`src/hdl/button_debounce_long_push_assert.svh`:
```
// Assertion macros used by the debouncer's output register module.
// Both macros sample on clk_i and hold off while rst_ni is low.
`ifndef BUTTON_DEBOUNCE_LONG_PUSH_ASSERT_SVH
`define BUTTON_DEBOUNCE_LONG_PUSH_ASSERT_SVH

`define BDL_ASSERT_SAME(label, ante, cons, msg) \
  label: assert property (@(posedge clk_i) disable iff (!rst_ni) (ante) |-> (cons)) \
    else $error(msg);

`define BDL_ASSERT_NEXT(label, ante, cons, msg) \
  label: assert property (@(posedge clk_i) disable iff (!rst_ni) (ante) |=> (cons)) \
    else $error(msg);

`endif

```
`src/hdl/bdl_pkg.sv`:
```
package bdl_pkg;

  localparam int BUTTON_COUNT = 4;
  localparam int PIN_W        = 4;
  localparam int IDX_W        = 3;
  localparam int CNT_W        = 8;
  localparam int OP_W         = 2;
  localparam int CODE_W       = 2;
  localparam int CFG_IDX_W    = 2;
  localparam int CFG_DATA_W   = 8;

  localparam logic [OP_W-1:0] OP_TICK  = 2'd0;
  localparam logic [OP_W-1:0] OP_CHECK = 2'd1;
  localparam logic [OP_W-1:0] OP_LONG  = 2'd2;

  localparam logic [CODE_W-1:0] CODE_NONE     = 2'd0;
  localparam logic [CODE_W-1:0] CODE_RELEASED = 2'd1;
  localparam logic [CODE_W-1:0] CODE_PUSHED   = 2'd2;

  localparam logic [CFG_IDX_W-1:0] REG_DEBOUNCE = 2'd0;
  localparam logic [CFG_IDX_W-1:0] REG_LONG     = 2'd1;
  localparam logic [CFG_IDX_W-1:0] REG_RELEASED = 2'd2;

  localparam logic [CNT_W-1:0] RESET_DEBOUNCE = 8'd3;
  localparam logic [CNT_W-1:0] RESET_LONG     = 8'd100;
  localparam logic [PIN_W-1:0] RESET_RELEASED = 4'd12;

  typedef struct packed {
    logic [OP_W-1:0]  operation;
    logic [PIN_W-1:0] pin_levels;
    logic [IDX_W-1:0] button_index;
  } bdl_item_t;

  typedef struct packed {
    logic tick;
    logic clr_change;
  } bdl_cell_ctrl_t;

  typedef struct packed {
    logic pushed;
    logic change;
    logic long_flag;
  } bdl_cell_stat_t;

endpackage

```
`src/hdl/bdl_if.sv`:
```
interface bdl_in_if import bdl_pkg::*; ();
  logic             valid;
  logic             ready;
  logic [OP_W-1:0]  operation;
  logic [PIN_W-1:0] pin_levels;
  logic [IDX_W-1:0] button_index;

  modport source (output valid, operation, pin_levels, button_index, input ready);
  modport sink   (input valid, operation, pin_levels, button_index, output ready);
endinterface

interface bdl_out_if import bdl_pkg::*; ();
  logic              valid;
  logic              ready;
  logic [CODE_W-1:0] change_code;
  logic              long_hit;

  modport source (output valid, change_code, long_hit, input ready);
  modport sink   (input valid, change_code, long_hit, output ready);
endinterface

interface bdl_cfg_if import bdl_pkg::*; ();
  logic                  valid;
  logic                  ready;
  logic [CFG_IDX_W-1:0]  index;
  logic [CFG_DATA_W-1:0] data;

  modport source (output valid, index, data, input ready);
  modport sink   (input valid, index, data, output ready);
endinterface

```
`src/hdl/bdl_in_reg.sv`:
```
module bdl_in_reg import bdl_pkg::*; (
  input  logic      clk_i,
  input  logic      rst_ni,
  bdl_in_if.sink    in_i,
  input  logic      take_i,
  output logic      valid_o,
  output bdl_item_t item_o
);

  logic      valid_q, valid_d;
  bdl_item_t item_q;

  assign in_i.ready = !valid_q || take_i;

  always_comb begin
    valid_d = valid_q;
    if (in_i.ready) begin
      valid_d = in_i.valid;
    end
  end

  always_ff @(posedge clk_i or negedge rst_ni) begin
    if (!rst_ni) begin
      valid_q <= 1'b0;
    end else begin
      valid_q <= valid_d;
    end
  end

  always_ff @(posedge clk_i) begin
    if (in_i.valid && in_i.ready) begin
      item_q <= '{operation: in_i.operation, pin_levels: in_i.pin_levels,
                  button_index: in_i.button_index};
    end
  end

  assign valid_o = valid_q;
  assign item_o  = item_q;

endmodule

```
`src/hdl/bdl_button.sv`:
```
module bdl_button import bdl_pkg::*; (
  input  logic             clk_i,
  input  logic             rst_ni,
  input  bdl_cell_ctrl_t   ctrl_i,
  input  logic             pin_i,
  input  logic             rel_i,
  input  logic             rst_level_i,
  input  logic [CNT_W-1:0] deb_ticks_i,
  input  logic [CNT_W-1:0] long_ticks_i,
  output bdl_cell_stat_t   stat_o
);

  // flip_q holds the debounced level relative to its reset value
  logic             flip_q, flip_d;
  logic [CNT_W-1:0] deb_q, deb_d;
  logic [CNT_W-1:0] hold_q, hold_d;
  logic             chg_q, chg_d;
  logic             long_q, long_d;
  logic             level, level_n;
  logic [CNT_W-1:0] deb_inc, hold_inc;

  assign level   = flip_q ^ rst_level_i;
  assign deb_inc = deb_q + CNT_W'(1);

  always_comb begin
    flip_d   = flip_q;
    deb_d    = deb_q;
    hold_d   = hold_q;
    chg_d    = chg_q;
    long_d   = long_q;
    level_n  = level;
    hold_inc = '0;
    if (ctrl_i.tick) begin
      if (pin_i != level) begin
        if (deb_inc >= deb_ticks_i) begin
          level_n = pin_i;
          flip_d  = pin_i ^ rst_level_i;
          chg_d   = 1'b1;
          deb_d   = '0;
        end else begin
          deb_d = deb_inc;
        end
      end else begin
        deb_d = '0;
      end
      hold_inc = (level_n != rel_i) ? hold_q + CNT_W'(1) : '0;
      if (hold_inc >= long_ticks_i) begin
        long_d = 1'b1;
        hold_d = '0;
      end else begin
        long_d = 1'b0;
        hold_d = hold_inc;
      end
    end else if (ctrl_i.clr_change) begin
      chg_d = 1'b0;
    end
  end

  always_ff @(posedge clk_i or negedge rst_ni) begin
    if (!rst_ni) begin
      flip_q <= 1'b0;
      deb_q  <= '0;
      hold_q <= '0;
      chg_q  <= 1'b0;
      long_q <= 1'b0;
    end else begin
      flip_q <= flip_d;
      deb_q  <= deb_d;
      hold_q <= hold_d;
      chg_q  <= chg_d;
      long_q <= long_d;
    end
  end

  assign stat_o = '{pushed: level != rel_i, change: chg_q, long_flag: long_q};

endmodule

```
`src/hdl/bdl_out_reg.sv`:
```
module bdl_out_reg import bdl_pkg::*; (
  input  logic           clk_i,
  input  logic           rst_ni,
  input  logic           valid_i,
  input  bdl_item_t      item_i,
  input  bdl_cell_stat_t stat_i [BUTTON_COUNT],
  output logic           take_o,
  output bdl_cell_ctrl_t ctrl_o [BUTTON_COUNT],
  bdl_out_if.source      out_o
);

`include "button_debounce_long_push_assert.svh"

  logic              res_valid_q, res_valid_d;
  logic [CODE_W-1:0] res_code_q, res_code_d;
  logic              res_long_q, res_long_d;
  logic              is_query;
  logic [BUTTON_COUNT-1:0] clr_vec;

  assign is_query = (item_i.operation == OP_CHECK) || (item_i.operation == OP_LONG);
  assign take_o   = valid_i && (!is_query || !res_valid_q || out_o.ready);

  always_comb begin
    res_code_d = CODE_NONE;
    res_long_d = 1'b0;
    clr_vec    = '0;
    for (int i = 0; i < BUTTON_COUNT; i++) begin
      ctrl_o[i].tick       = take_o && (item_i.operation == OP_TICK);
      ctrl_o[i].clr_change = 1'b0;
      if (item_i.button_index == IDX_W'(i)) begin
        if (item_i.operation == OP_CHECK && stat_i[i].change) begin
          res_code_d           = stat_i[i].pushed ? CODE_PUSHED : CODE_RELEASED;
          ctrl_o[i].clr_change = take_o;
          clr_vec[i]           = take_o;
        end
        if (item_i.operation == OP_LONG) begin
          res_long_d = stat_i[i].long_flag;
        end
      end
      if (item_i.operation == OP_LONG && item_i.button_index == IDX_W'(BUTTON_COUNT)
          && stat_i[i].long_flag) begin
        res_long_d = 1'b1;
      end
    end
  end

  always_comb begin
    res_valid_d = res_valid_q;
    if (take_o && is_query) begin
      res_valid_d = 1'b1;
    end else if (out_o.ready) begin
      res_valid_d = 1'b0;
    end
  end

  always_ff @(posedge clk_i or negedge rst_ni) begin
    if (!rst_ni) begin
      res_valid_q <= 1'b0;
    end else begin
      res_valid_q <= res_valid_d;
    end
  end

  always_ff @(posedge clk_i) begin
    if (take_o && is_query) begin
      res_code_q <= res_code_d;
      res_long_q <= res_long_d;
    end
  end

  assign out_o.valid       = res_valid_q;
  assign out_o.change_code = res_code_q;
  assign out_o.long_hit    = res_long_q;

  `BDL_ASSERT_NEXT(a_query_gives_result, take_o && is_query,
    res_valid_q, "accepted query left no result")
  `BDL_ASSERT_SAME(a_clear_only_on_check, clr_vec != '0,
    take_o && item_i.operation == OP_CHECK && $onehot(clr_vec),
    "change flag cleared outside a single check")
  `BDL_ASSERT_NEXT(a_long_result_no_code, take_o && item_i.operation == OP_LONG,
    res_code_q == CODE_NONE, "long-push query returned a change code")
  `BDL_ASSERT_NEXT(a_bad_index_quiet,
    take_o && is_query && item_i.button_index > IDX_W'(BUTTON_COUNT),
    res_code_q == CODE_NONE && !res_long_q, "out-of-range index gave a hit")

endmodule

```
`src/hdl/button_debounce_long_push.sv`:
```
// Channel   Dir  Handshake     Payload
// in_i      in   valid/ready   operation, pin_levels, button_index
// out_o     out  valid/ready   change_code, long_hit
// cfg_i     in   valid/ready   index, data (ready always high)
//
// One item per cycle unless a query stalls: input register, then per-button update and result register.
// A query result is loaded into the result register when its item is taken from the input register.
// in_i.ready depends combinationally on out_o.ready through the result register.
// Ticks give no result and pass a stalled output; a query waits for a free slot.
// Reset restores config registers, valid flags and button state at once; no clearing pass.
module button_debounce_long_push import bdl_pkg::*; (
  input  logic      clk_i,
  input  logic      rst_ni,
  bdl_in_if.sink    in_i,
  bdl_out_if.source out_o,
  bdl_cfg_if.sink   cfg_i
);

  logic [CNT_W-1:0] deb_ticks_q;
  logic [CNT_W-1:0] long_ticks_q;
  logic [PIN_W-1:0] released_q;

  logic           item_valid;
  bdl_item_t      item;
  logic           take;
  bdl_cell_ctrl_t ctrl [BUTTON_COUNT];
  bdl_cell_stat_t stat [BUTTON_COUNT];

  assign cfg_i.ready = 1'b1;

  always_ff @(posedge clk_i or negedge rst_ni) begin
    if (!rst_ni) begin
      deb_ticks_q  <= RESET_DEBOUNCE;
      long_ticks_q <= RESET_LONG;
      released_q   <= RESET_RELEASED;
    end else if (cfg_i.valid) begin
      unique case (cfg_i.index)
        REG_DEBOUNCE: deb_ticks_q  <= cfg_i.data;
        REG_LONG:     long_ticks_q <= cfg_i.data;
        REG_RELEASED: released_q   <= cfg_i.data[PIN_W-1:0];
        default: begin
        end
      endcase
    end
  end

  bdl_in_reg u_in_reg (
    .clk_i   (clk_i),
    .rst_ni  (rst_ni),
    .in_i    (in_i),
    .take_i  (take),
    .valid_o (item_valid),
    .item_o  (item)
  );

  for (genvar g = 0; g < BUTTON_COUNT; g++) begin : g_button
    logic pin, rel, rst_level;
    if (g < PIN_W) begin : g_pin
      assign pin       = item.pin_levels[g];
      assign rel       = released_q[g];
      assign rst_level = RESET_RELEASED[g];
    end else begin : g_nopin
      assign pin       = 1'b0;
      assign rel       = 1'b0;
      assign rst_level = 1'b0;
    end

    bdl_button u_button (
      .clk_i        (clk_i),
      .rst_ni       (rst_ni),
      .ctrl_i       (ctrl[g]),
      .pin_i        (pin),
      .rel_i        (rel),
      .rst_level_i  (rst_level),
      .deb_ticks_i  (deb_ticks_q),
      .long_ticks_i (long_ticks_q),
      .stat_o       (stat[g])
    );
  end

  bdl_out_reg u_out_reg (
    .clk_i   (clk_i),
    .rst_ni  (rst_ni),
    .valid_i (item_valid),
    .item_i  (item),
    .stat_i  (stat),
    .take_o  (take),
    .ctrl_o  (ctrl),
    .out_o   (out_o)
  );

endmodule
```
`src/flat_wrapper.sv`:
```
// flat-port wrapper written by rule: the top's interface ports become plain ports
module button_debounce_long_push_flat import bdl_pkg::*;
  (clk_i, rst_ni, in_i_valid, in_i_operation, in_i_pin_levels, in_i_button_index, in_i_ready, out_o_valid, out_o_change_code, out_o_long_hit, out_o_ready, cfg_i_valid, cfg_i_index, cfg_i_data, cfg_i_ready);
  bdl_in_if in_i_i ();
  bdl_out_if out_o_i ();
  bdl_cfg_if cfg_i_i ();
  input  logic clk_i;
  input  logic rst_ni;
  input wire logic [$bits(in_i_i.valid)-1:0] in_i_valid;
  input wire logic [$bits(in_i_i.operation)-1:0] in_i_operation;
  input wire logic [$bits(in_i_i.pin_levels)-1:0] in_i_pin_levels;
  input wire logic [$bits(in_i_i.button_index)-1:0] in_i_button_index;
  output wire logic [$bits(in_i_i.ready)-1:0] in_i_ready;
  output wire logic [$bits(out_o_i.valid)-1:0] out_o_valid;
  output wire logic [$bits(out_o_i.change_code)-1:0] out_o_change_code;
  output wire logic [$bits(out_o_i.long_hit)-1:0] out_o_long_hit;
  input wire logic [$bits(out_o_i.ready)-1:0] out_o_ready;
  input wire logic [$bits(cfg_i_i.valid)-1:0] cfg_i_valid;
  input wire logic [$bits(cfg_i_i.index)-1:0] cfg_i_index;
  input wire logic [$bits(cfg_i_i.data)-1:0] cfg_i_data;
  output wire logic [$bits(cfg_i_i.ready)-1:0] cfg_i_ready;
  assign in_i_i.valid = in_i_valid;
  assign in_i_i.operation = in_i_operation;
  assign in_i_i.pin_levels = in_i_pin_levels;
  assign in_i_i.button_index = in_i_button_index;
  assign in_i_ready = in_i_i.ready;
  assign out_o_valid = out_o_i.valid;
  assign out_o_change_code = out_o_i.change_code;
  assign out_o_long_hit = out_o_i.long_hit;
  assign out_o_i.ready = out_o_ready;
  assign cfg_i_i.valid = cfg_i_valid;
  assign cfg_i_i.index = cfg_i_index;
  assign cfg_i_i.data = cfg_i_data;
  assign cfg_i_ready = cfg_i_i.ready;
  button_debounce_long_push u_core (.clk_i(clk_i), .rst_ni(rst_ni), .in_i(in_i_i), .out_o(out_o_i), .cfg_i(cfg_i_i));
endmodule
```
`config.mk`:
```
export PLATFORM = sky130hd
export DESIGN_NAME = button_debounce_long_push_flat
export DESIGN_NICKNAME = d
export VERILOG_FILES = /design/src/hdl/bdl_pkg.sv /design/src/hdl/bdl_if.sv /design/src/hdl/bdl_in_reg.sv /design/src/hdl/bdl_button.sv /design/src/hdl/bdl_out_reg.sv /design/src/hdl/button_debounce_long_push.sv /design/src/flat_wrapper.sv
export VERILOG_INCLUDE_DIRS = /design/src /design/src/hdl
export SDC_FILE = /design/constraint.sdc
export NUM_CORES = 1
export LEC_CHECK = 0
export BUFFER_PORTS_ARGS = -buffer_cell sky130_fd_sc_hd__buf_2
export CAP_MARGIN = 20
export CORE_MARGIN = 2
export CORE_UTILIZATION = 55
export DETAILED_ROUTE_END_ITERATION = 10
export HOLD_SLACK_MARGIN = 0.12
export PLACE_DENSITY = 0.75
export RECOVER_POWER = 50
export SLEW_MARGIN = 40
export SYNTH_ARGS = -nofsm -noshare
export SYNTH_HDL_FRONTEND = slang
export SYNTH_HIERARCHICAL = 1
export SYNTH_SLANG_ARGS = --single-unit
```
`constraint.sdc`:
```
create_clock -name clk_i -period 4.1 [get_ports clk_i]
set_input_delay 0.205 -clock clk_i [delete_from_list [all_inputs] [get_ports clk_i]]
set_output_delay 0.205 -clock clk_i [all_outputs]
set_load 0.1 [all_outputs]
```
==> out/metrics.yaml <==
route:
  drc: 0
  wl_per_cell_um: 18.38
  dr_wl_met3_um: 906
  ant_nets: 0
  drt_iter0_drc: 538
  num_vias: 6844
  wl_met1_mm: 8.366
  via_per_inst: 5.972
  met2_length_mm: 11.01
  dr.pass1.iters: 5
  topRoutingLayerUsed: "met4"
  wirelength_mm: 21.07
sta:
  drv_slew: 72
  fin_hold_ws_ps: 133.1
  fin_skew_ps: 9.009
  finalHoldViolCount: 0
  setup_viol: 28
  fin_crit_sh: 1.057
  slew-limit-headroom: -0.2363
  fmax_mhz: 230.7
  fin_ws_ps: -235.4
  rsz0062_at_grt: "yes"
  tightest_slew_ps: 1854
  fin_crit_ps: 4335
die:
  initial_core_util: 0.5675
  die_area_um2: 15470
  die_y_um: 124.4
  fp.coreArea_um2: 14040
  ios: 30
  die_w_um: 124.4
  row_count: 43
clock_tree:
  ctsRootBufferMaster: "clkbuf_16"
  cts_tree: "yes"
  numCtsBuffers: 9
  clkSinkCount: 110
  cts_buffer_depth: 2
  insertion_delay_ps: 370
  htree_levels: 3
  clkTransAtPathRegs_ps: 80
finish:
  nFillCells: 906
  drive_gt1_frac: 0.3085
  area_growth_pct: 27.12
  nets: 1060
  fin_cells: 1146
  antenna_cells: 0
logic_synthesis:
  synth-main-ff-cell: "dfrtp_1"
  ys_top_cells_by_area: "dfrtp_1 29%, ha_1 12%, inv_1 5.2%"
  synthTopCellsByCount: "111 x inv_1, 91 x dfrtp_1, 75 x ha_1"
  yosysSeqAreaShare: 0.3541
  syn_area_per_cell_um2: 9.742
  post-synth-top-count-cell: "inv_1"
  postSynthCellCount: 818
  ys_types: 69
  yosysTopAreaCell: "dfrtp_1"
  synth-edff-count: 12
  yosys_register_bits: 110
  synth.top_cell.area_share: 0.2858
  yosysWarnings: 6
  synthesis.area_um2: 7969
  synthArstFlopShare: 0.8909
global_routing:
  grt_max_degree: 72
  grt-ovfl-total: 0
  grt_pass1_vias: 7039
  antenna_found_initial: 0
  grt_use_total: 0.2626
  grt_pass1_wl_mm: 33.24
flow_run:
  maxCapViolations: 1
setup_path:
  worstSetupPathType: "register to register"
  slowest_stage: "dfrtp_1"
  crit_chain: "ha_4, nand3_4, nor2_4, xor2_2, ha_1, a21o_1, a221oi_4, a21oi_2, or2_4, xor2_4, o21ba_4, ha_4, o211ai_1, or3_4, a21oi_4, nor4b_4, nor4b_4, buf_6, o211ai_1, o221ai_1"
  start_kind: "register"
  slowest_delay_ps: 430
  crit_path_end_kind: "register"
  crit_fanout: 8
  worstPathRequired_ps: 4320
  worst_r2r_path_depth: 20
  crit_arrival_ps: 4560
placed_design:
  gp_congestion: 0.8177
  io_buffers: 28
  dpl.cell_count: 1073
  dp_hpwl_mm: 13.90
run_status:
  failed_checks: "capacitance limit, slew limit, setup timing"
  status: "complete, but fails checks"
pwr:
  ir_worst_vdd_v: 0.0003557
  p_per_area_nw_per_um2: 499.6
  p_leak_nw: 4.891
worst_hold_path:
  hold_depth: 3
  min_path_type: "input pin to register"
## final cells by class
class	instances	area, µm²	share of cell area
sequential	110	2824	0.2788
timing repair buffer	151	1207	0.1192
multi-input combinational	578	5145	0.5079
tap	180	225.2	0.02223
clock inverter	7	86.33	0.008523
clock buffer	9	225.2	0.02223
inverter	111	416.7	0.04113
## final timing paths
check,start,end,slack (ps)
max in group asynchronous,rst_ni,u_core/released_q[2]$_DFFE_PN1P_,1910
hold / removal,out_o_ready,u_core/u_out_reg/out_o.valid$_DFFE_PN0P_,130
setup / recovery,u_core/g_button[1].u_button/deb_q[1]$_DFFE_PN0P_,u_core/g_button[1].u_button/hold_q[4]$_DFFE_PN0P_,-240
setup reg to reg,u_core/g_button[1].u_button/deb_q[1]$_DFFE_PN0P_,u_core/g_button[1].u_button/hold_q[4]$_DFFE_PN0P_,-240
min in group asynchronous,rst_ni,u_core/g_button[1].u_button/deb_q[7]$_DFFE_PN0P_,880
hold reg to reg,u_core/g_button[2].u_button/long_q$_DFFE_PN0P_,u_core/g_button[2].u_button/long_q$_DFFE_PN0P_,510
## where the power goes
group          internal [W]  switching, W  total (W)  leakage (nW)
Clock              0.000491      0.000457   0.000949         0.156
Sequential          0.00132      0.000279    0.00160          1.39
Combinational       0.00123       0.00128    0.00251          3.35
Total               0.00305       0.00201    0.00506          4.89
## cells in the final DEF (no fill, tap or decap), types with 9 or more instances in the layout
cell,n
inv_1,111
buf_4,91
dfrtp_1,89
ha_1,67
nand2_1,48
nor2b_1,42
a21oi_1,36
xnor2_1,28
nor2_1,28
nand3_1,25
a41o_1,24
buf_2,22
mux2_2,20
dlygate4sd3_1,15
o211ai_1,13
o22ai_1,13
buf_6,12
edfxtp_1,12
a31oi_1,11
clkbuf_16,10
nand2b_1,10
conb_1,9
## worst max-delay path: cells and delay by family, from the launching register on
kind / cells / cell delay (ps)
AOI/OAI and AO/OA: 8 / 1410
xor gates and xnor gates: 2 / 410
adders and majority gates: 3 / 700
buffers and inverters: 1 / 160
DFF: 1 / 430
and+or+nand+nor: 6 / 1080
## kinds of logic after synthesis
group                    Yosys count  share of synthesized area
AO/OA/AOI/OAI                    182                     0.1886
XOR/XNOR                          47                    0.06108
adder cells (fa/ha/maj)           75                     0.1178
buffers and inverters            138                    0.07348
flip-flops                       110                     0.3541
multiplexers                      26                    0.03580
other                              2                  0.0009424
AND/OR/NAND/NOR                  238                     0.1683
## per-layer routing
layer	up-vias	global-route usage
li1	3175	-
met5	-	0
met2	222	0.4703
met3	77	0.04725
met4	0	0.1249
met1	3370	0.3025
## per-stage QoR
| step | TNS [ps] | instance area, µm² | setup slack [ps] | util | total power [W] |
|---|---|---|---|---|---|
| 2_1_floorplan | -18.77 | 8054 | -18.77 | - | 0.002971 |
| 3_3_place_gp | -1714 | 8811 | -151.1 | 0.6275 | 0.003468 |
| 3_5_place_dp | -6227 | 8815 | -361.3 | 0.6277 | 0.003609 |
| 4_1_cts | -1956 | 9682 | -168.8 | 0.6895 | 0.004816 |
| 5_1_grt | -10060 | 10130 | -485.8 | 0.7214 | 0.005340 |
| 6_report | -4380 | 10130 | -235.4 | 0.7214 | 0.005061 |
## repair_timing
item                       CTS  global route
pin swaps                   29            34
hold buffers                15             0
setup endpoints to repair   29            34
buffers inserted            30            16
gates resized for setup     32            68
gates cloned                 1             2
hold endpoints to repair    81             0
## registers in the layout, indices dropped and copies added, names as in the netlist
signal / count
u_core/u_out_reg/out_o.change_code: 2
u_core/u_out_reg/out_o.long_hit: 1
u_core/g_button.u_button/long_q: 4
u_core/g_button.u_button/hold_q: 32
u_core/u_in_reg/item_o: 9
u_core/u_in_reg/valid_o: 1
u_core/deb_ticks_q: 8
u_core/long_ticks_q: 8
u_core/g_button.u_button/deb_q: 32
u_core/u_out_reg/out_o.valid: 1
u_core/released_q: 4
u_core/g_button.u_button/flip_q: 4
u_core/g_button.u_button/chg_q: 4
Power figures use the tool's default switching activity.
